--- config.mk ---
export PLATFORM = sky130hd
export DESIGN_NAME = gnps_axis_cell
export DESIGN_NICKNAME = d
export VERILOG_FILES = /design/src/gnps_axis_cell.sv
export SDC_FILE = /design/constraint.sdc
export NUM_CORES = 1
export LEC_CHECK = 0
export BUFFER_PORTS_ARGS = -buffer_cell sky130_fd_sc_hd__clkbuf_2
export CAP_MARGIN = 20
export CORE_MARGIN = 1.5
export CORE_UTILIZATION = 35
export DETAILED_ROUTE_END_ITERATION = 8
export SETUP_SLACK_MARGIN = 0.15
export SLEW_MARGIN = 20
export SYNTH_ARGS = -nofsm -noshare
export SYNTH_HDL_FRONTEND = slang
export SYNTH_SLANG_ARGS = --single-unit
--- constraint.sdc ---
create_clock -name vclk -period 10.15
set_clock_uncertainty 0.05 [all_clocks]
set_input_delay 1.015 -clock vclk [all_inputs]
set_output_delay 1.015 -clock vclk [all_outputs]
set_load 0.02 [all_outputs]
--- src/gnps_axis_cell.sv ---
// clamped cell index along one axis
module gnps_axis_cell #(
  parameter int CW = 24,
  parameter int AW = 4
) (
  input  logic signed [CW-1:0] coord,
  input  logic signed [CW-1:0] origin,
  input  logic [4:0]           shift,
  input  logic [AW:0]          ncells,
  output logic [AW-1:0]        cell_idx
);
  logic signed [CW:0] d;
  logic [CW-1:0]      q;
  always_comb begin
    d = CW'(0) + {coord[CW-1], coord} - {origin[CW-1], origin};
    q = d[CW-1:0] >> shift;
    if (d[CW]) begin
      cell_idx = '0;
    end else if ({{(CW-AW-1){1'b0}}, ncells} <= q) begin
      cell_idx = AW'(ncells - 1'b1);
    end else begin
      cell_idx = q[AW-1:0];
    end
  end
endmodule

==> summary.md <==
| Metric | Value |
|---|---|
| Synth top area share | `between 10 and 15%` |
| Starting Density | `36.3%` |
| Vias post-DR | `about 4000` |
| # fillers | `between 1000 and 1500` |
| Final net count | `610` |
| Arr. time, crit path | `~6.2 ns` |
| Worst Hold Class | `in2out` |
| Seq Cell Count | `0` |
| Cell taking the most area after synthesis | `ha_1` |
| Most instantiated library cell after synthesis | `nor2_1` |
| Initial DRC Count | `approximately 400` |
| RSZ-0062 raised after global routing | `no` |
| Gpl congestion | `about 0.91` |
| Final HPWL DP | `between 8 and 9 mm` |
| Synth top cells by count | `nor2_1, inv_1, nand2_1, a21oi_1, ha_1` |
| Number of global-route vias before repair | `3607` |
| Setup_tns | `0 ns` |
| Chip width | `~100 um` |
| Area of the multi-input gates | `3060 sq um` |
| Worst path slowest cell | `fa_1` |
| Worst-path fanout max | `7` |
| Maximum VDD drop | `around 0.03 mV` |
| GRT Total Usage | `20.4%` |
| Outcome | `finished, final reports clean` |
| IO Count | `just over 60` |
| Setup ws final | `roughly 2.9 ns` |
| CP Launch Type | `primary input` |
| Fin. Hold Viols | `0` |
| Die span in y | `101 um` |
| Vias per Instance | `approximately 6` |
| Core footprint | `9280 sq um` |
| Final non-filler cell area | `~3700 sq um` |
| Ant diodes | `0` |
| Clock buffers | `0` |
| Die area | `10200 sq um` |
| Resized cells post-CTS | `0` |
| Synth area leaders | `ha_1, nor2_1, inv_1, nand2_1, a21oi_1` |
| Syn nets | `about 570` |
| Post-synthesis sequential area ratio | `0%` |
| Max-slew violations | `0` |
| Routed WL | `10.4 mm` |
| Initial DRT Pass Iterations | `5` |
| Fmax | `about 0.14 GHz` |
| Reg area | `0 sq um` |
| Req. time, crit path | `9.09 ns` |
| Slew @ Worst Pin | `0.757 ns` |
| Layout cell share with drive strength beyond 1 | `21.4%` |
| Final setup viols | `0` |
| Netlist Area Pre-Place | `3370 sq um` |
| Slew headroom | `49.5%` |
| Initial antenna violation count | `0` |
| First-pass GRT wire length | `between 15 and 20 mm` |
| Largest net degree at the start of global routing | `36` |
| Setup Buffers After CTS | `0` |
| WL/cell | `16.0 um` |
| Mapped Cells | `just under 500` |
| Post-route ant nets | `0` |
| Syn Area/Cell | `6.94 sq um` |
| Pwr dens | `73.8 nW/um^2` |
| Synth warnings | `0` |
| Row count | `35` |
| Leakage dissipation | `0.00161 uW` |
| GRT overflow | `0` |
| Slowest stage delay, CP | `0.40 ns` |
| Port bufs | `62` |
| Final period util | `71.9%` |
| DRC | `0` |
| Cell variety after synth | `88` |
| Hold-fix buffers, CTS | `0` |
| Place WS | `2.92 ns` |
| Placed Area | `between 3000 and 4000 sq um` |
| Synthesis-to-layout area growth | `9.81%` |
| MaxCap Viol Count | `0` |
| Crit path capture type | `primary output` |
| Fin crit period | `7.30 ns` |
| Worst Path Class, Setup | `in2out` |
-- path summary, 6_finish.rpt --
| check | slack (ns) | depth (start not counted) | endpoint | start |
|---|---|---|---|---|
| max | 2.85 | 27 | cell_idx[2] | coord[0] |
| min | 2.54 | 5 | cell_idx[2] | ncells[2] |
-- logic make-up (layout without fill, tap and decap cells) --
kind of cell	count (synthesis)	count (layout)	share of synthesized area [%]
multiplexers	14	14	5.53
AO/OA/AOI/OAI	188	188	44.1
buffers and inverters	73	107	9.21
adder cells (fa/ha/maj)	31	31	11.7
AND/OR/NAND/NOR	165	165	25.6
XOR/XNOR	14	14	3.86
-- layer usage --
metal	GRT usage, %	vias up	part of all wire (%)
met1	29.6	1806	47
met4	1.71	0	1.0
met3	1.46	12	5.6
met5	0	-	0
li1	-	1944	-
met2	34.3	146	46
-- metrics by stage --
stage          power, uW  std cells  hold WS, ns  utilization (%)
3_5_place_dp         268        648         2.55             39.8
2_1_floorplan        207        485         2.27                -
3_3_place_gp         265        648         2.55             39.8
4_1_cts              269        648         2.55             39.8
5_1_grt              302        648         2.59             39.8
6_report             273        648         2.54             39.8
-- worst max-delay path: cells and delay by family --
kind / cells / cell delay, ns
buf+inv: 3 / 0.25
simple gates: 8 / 1.43
compound gates: 12 / 2.30
fa+ha+maj: 3 / 0.91
mux: 1 / 0.29
-- where the power goes --
| part | internal, uW | total [uW] | switching, uW | leakage [uW] |
|---|---|---|---|---|
| Combinational | 106 | 273 | 167 | 0.00161 |
| Clock | 0 | 0 | 0 | 0 |
| Sequential | 0 | 0 | 0 | 0 |
| Total | 106 | 273 | 167 | 0.00161 |
-- cells in the final DEF, fill, tap and decap left out, types with 10 or more instances in the layout --
master	instances
o21ai_0	18
nor3_1	12
a21oi_2	11
clkbuf_2	62
o211ai_1	15
ha_1	30
nor2_1	52
nand2_1	41
inv_1	42
nand3_1	10
a211oi_1	13
a21oi_1	30
-- layout make-up --
| class | count | share of cell area (%) |
|---|---|---|
| inverters | 45 | 4.57 |
| multi-input cells | 412 | 82.7 |
| well taps | 129 | 4.36 |
| repair buffers | 62 | 8.39 |
Power figures use the tool's default switching activity.
