$ cat src/gnps_ram.sv
// generic single-port-write, single-read ram with registered read
module gnps_ram #(
  parameter int WIDTH = 8,
  parameter int DEPTH = 16
) (
  input  logic                     clk,
  input  logic                     we,
  input  logic [$clog2(DEPTH)-1:0] waddr,
  input  logic [WIDTH-1:0]         wdata,
  input  logic [$clog2(DEPTH)-1:0] raddr,
  output logic [WIDTH-1:0]         rdata
);
  logic [WIDTH-1:0] mem [DEPTH];

  always_ff @(posedge clk) begin
    if (we) begin
      mem[waddr] <= wdata;
    end
    rdata <= mem[raddr];
  end
endmodule

$ cat config.mk
export PLATFORM = sky130hd
export DESIGN_NAME = gnps_ram
export DESIGN_NICKNAME = d
export VERILOG_FILES = /design/src/gnps_ram.sv
export SDC_FILE = /design/constraint.sdc
export NUM_CORES = 1
export LEC_CHECK = 0
export BUFFER_PORTS_ARGS = -buffer_cell sky130_fd_sc_hd__buf_2
export CORE_ASPECT_RATIO = 0.8
export CORE_MARGIN = 4
export CORE_UTILIZATION = 30
export DETAILED_ROUTE_END_ITERATION = 16
export GPL_ROUTABILITY_DRIVEN = 1
export PLACE_DENSITY = 0.55
export SYNTH_ARGS = -nofsm -noshare
export SYNTH_HDL_FRONTEND = slang
export SYNTH_SLANG_ARGS = --single-unit
$ cat constraint.sdc
create_clock -name clk -period 2.3 [get_ports clk]
set_clock_uncertainty 0.05 [all_clocks]
set_input_delay 0.345 -clock clk [delete_from_list [all_inputs] [get_ports clk]]
set_output_delay 0.345 -clock clk [all_outputs]
set_load 0.005 [all_outputs]
==> results.py <==
metrics = {
    "placement": {
        "dpl.hpwl_mm": 6.54,
        "gp_congestion": 0.713,
        "placedCellCount": 485,
        "numPortBuffers": 25,
    },
    "setup_path": {
        "slowest_delay_ns": 0.60,
        "cp_cell_sequence": "buf_2, buf_12, mux4_1, a22oi_1, nand2_1",
        "critical_path.endpoint_type": "flop",
        "cp-start-kind": "input port",
        "critPathSlowestCell": "mux4_1",
        "worstPathArrival_ns": 1.72,
        "r2r_cells": 3,
        "rrSetupSlack_ns": 0.91,
        "worstSetupPathType": "input port to flop",
        "worst-path-max-fanout": 30,
        "cp.required_ns": 2.54,
    },
    "layout": {
        "utilization": 0.371,
        "syn2layout_area_growth_pct": 20.5,
        "final_cell_mix": "edfxtp_1 (128), buf_2 (25), buf_4 (20), mux4_2 (18), clkbuf_16 (17)",
        "nNetsFinal": 302,
        "antenna_cells": 0,
        "drive_above_1_share": 0.303,
        "fin_cells": 517,
        "final_common_cell": "edfxtp_1",
    },
    "grt": {
        "grt_max_degree": 31,
        "grt_pass1_wl_mm": 15.8,
        "grt_pass1_vias": 2490,
        "antenna_found_initial": 1,
        "track_usage": 0.113,
        "gr-total-overflow": 0,
    },
    "timing": {
        "whs_ns": 0.280,
        "slew_headroom": 0.689,
        "slew_violations": 0,
        "rsz0062_at_grt": "false",
        "worst_pin_slew_ns": 0.467,
        "fin_crit_ns": 1.49,
        "setup_viol": 0,
        "fmax_mhz": 673,
        "tns_ns": 0,
        "hold_viol": 0,
        "finalCritPeriodShare": 0.646,
    },
    "die": {
        "core_area_um2": 16700,
        "start_util": 0.308,
        "die_h_um": 125,
        "dieArea_um2": 19300,
        "die_w_um": 154,
        "io_pins": 26,
        "num_rows": 42,
    },
    "yosys": {
        "synth_area_per_cell_um2": 22.5,
        "ys_ff_latch": 136,
        "synth_top_family_by_area": "multiplexers",
        "synthAdderAreaFrac": 0,
        "syn_inst": 229,
        "synth-compound-area-share": 0.0233,
        "yosys.area_share.simple": 0.0318,
        "synth_xor_area_frac": 0,
        "seq_area_frac_synth": 0.778,
        "yosysWarnings": 0,
        "synth_area_um2": 5150,
        "syn_nets": 247,
        "muxShareOfSynthArea": 0.150,
        "synth.distinct_cells": 19,
    },
    "power_and_ir_drop": {
        "p_clk_frac": 0.462,
        "pwr-share-comb": 0.045,
        "pwr-share-seq": 0.494,
        "power.density_nw_per_um2": 911,
        "internal_power_uw": 4560,
        "p_leak_uw": 0.00209,
        "ir_drop_mv": 0.406,
        "netSwitchingFraction": 0.193,
        "p_sw_uw": 1090,
    },
    "clock_network": {
        "postCtsSetupBuffers": 0,
        "tritoncts": "yes",
        "numCtsBuffers": 17,
        "clock_latency_ns": 0.40,
        "hold_buffers": 0,
        "cts_sinks": 136,
        "h-tree-depth": 4,
        "cts-root-buf": "clkbuf_16",
        "cts_resized": 0,
        "clockBufferDepth": 2,
        "clkTransAtPathRegs_ns": 0.05,
    },
    "worst_hold_path": {
        "worstHoldPathCells": 1,
        "hold_class": "input port to flop",
    },
    "route": {
        "via_per_inst": 4.58,
        "post_drt_wl_per_cell_um": 20.1,
        "drt_wl_total_mm": 10.4,
        "dr.pass1.iters": 4,
        "ant_nets": 0,
        "drt_first_iter_violations": 188,
        "drc": 0,
        "num_vias": 2370,
    },
    "job": {
        "max_cap_violations": 0,
    },
    "run_status": {
        "status": "finished clean",
    },
}
## critical path: cells and delay by family
family / cells / cell delay, ns
and+or+nand+nor: 1 / 0.08
AOI/OAI and AO/OA: 1 / 0.28
muxes: 1 / 0.60
buffers and inverters: 2 / 0.41
## layer usage
metal	vias up	wire length [um]	global-route usage
met1	1213	4860	0.162
met4	2	31	0.0280
met3	4	687	0.0428
li1	1082	-	-
met2	69	4810	0.163
met5	-	11	0
## synth_stat cells, drive strengths merged
cell | instances | share of area
a22oi | 16 | 0.023
and2 | 1 | 0.0012
and2b | 1 | 0.0015
buf | 7 | 0.011
clkdlybuf4s25 | 3 | 0.0058
dfxtp | 8 | 0.031
edfxtp | 128 | 0.75
mux4 | 32 | 0.15
nand2 | 9 | 0.0066
nand2b | 2 | 0.0024
nand3 | 1 | 0.00097
nand3b | 2 | 0.0029
nor2 | 13 | 0.0095
nor2b | 1 | 0.0012
nor3 | 4 | 0.0039
or3b | 1 | 0.0017
## power groups by stage
stage          logic (uW)  clock network [uW]  registers [uW]
3_5_place_dp          258                   0            2840
4_1_cts               259                2650            2790
2_1_floorplan         141                   0            2840
3_3_place_gp          254                   0            2840
5_1_grt               276                2780            2790
6_report              252                2610            2790
## cells by family (layout without fill, tap and decap cells)
group,Yosys count,after routing
multiplexers,32,32
AO/OA/AOI/OAI,16,16
buffers and inverters,10,78
AND/OR/NAND/NOR,35,35
flip-flops,136,136
## per-stage QoR
step                      total power (uW)  setup slack (ns)  area [um^2]
final                                 5650             0.813         6200
after global routing                  5850             0.737         6200
after CTS                             5700             0.798         6200
after detailed placement              3100             0.364         5630
after global placement                3090             0.374         5630
after floorplan                       2980             0.412         5150
## path summary, 6_finish.rpt
path | start | to
min reg2reg | mem[14][3] | rdata[3]
max | raddr[0] | rdata[3]
max reg2reg | mem[1][3] | rdata[3]
min | wdata[2] | mem[15][2]
## state kept, by name, indices dropped and copies added, names as in the netlist
register	cells
rdata	8
mem	128
## layout make-up
class                      count  area [um^2]
multi-input combinational     83         1060
sequential                   136         4000
tap                          220          275
timing repair buffer          46          295
clock inverter                12          133
fill                        1540        10500
clock buffer                  20          437
Note: power is estimated with default switching activity, not from simulation.
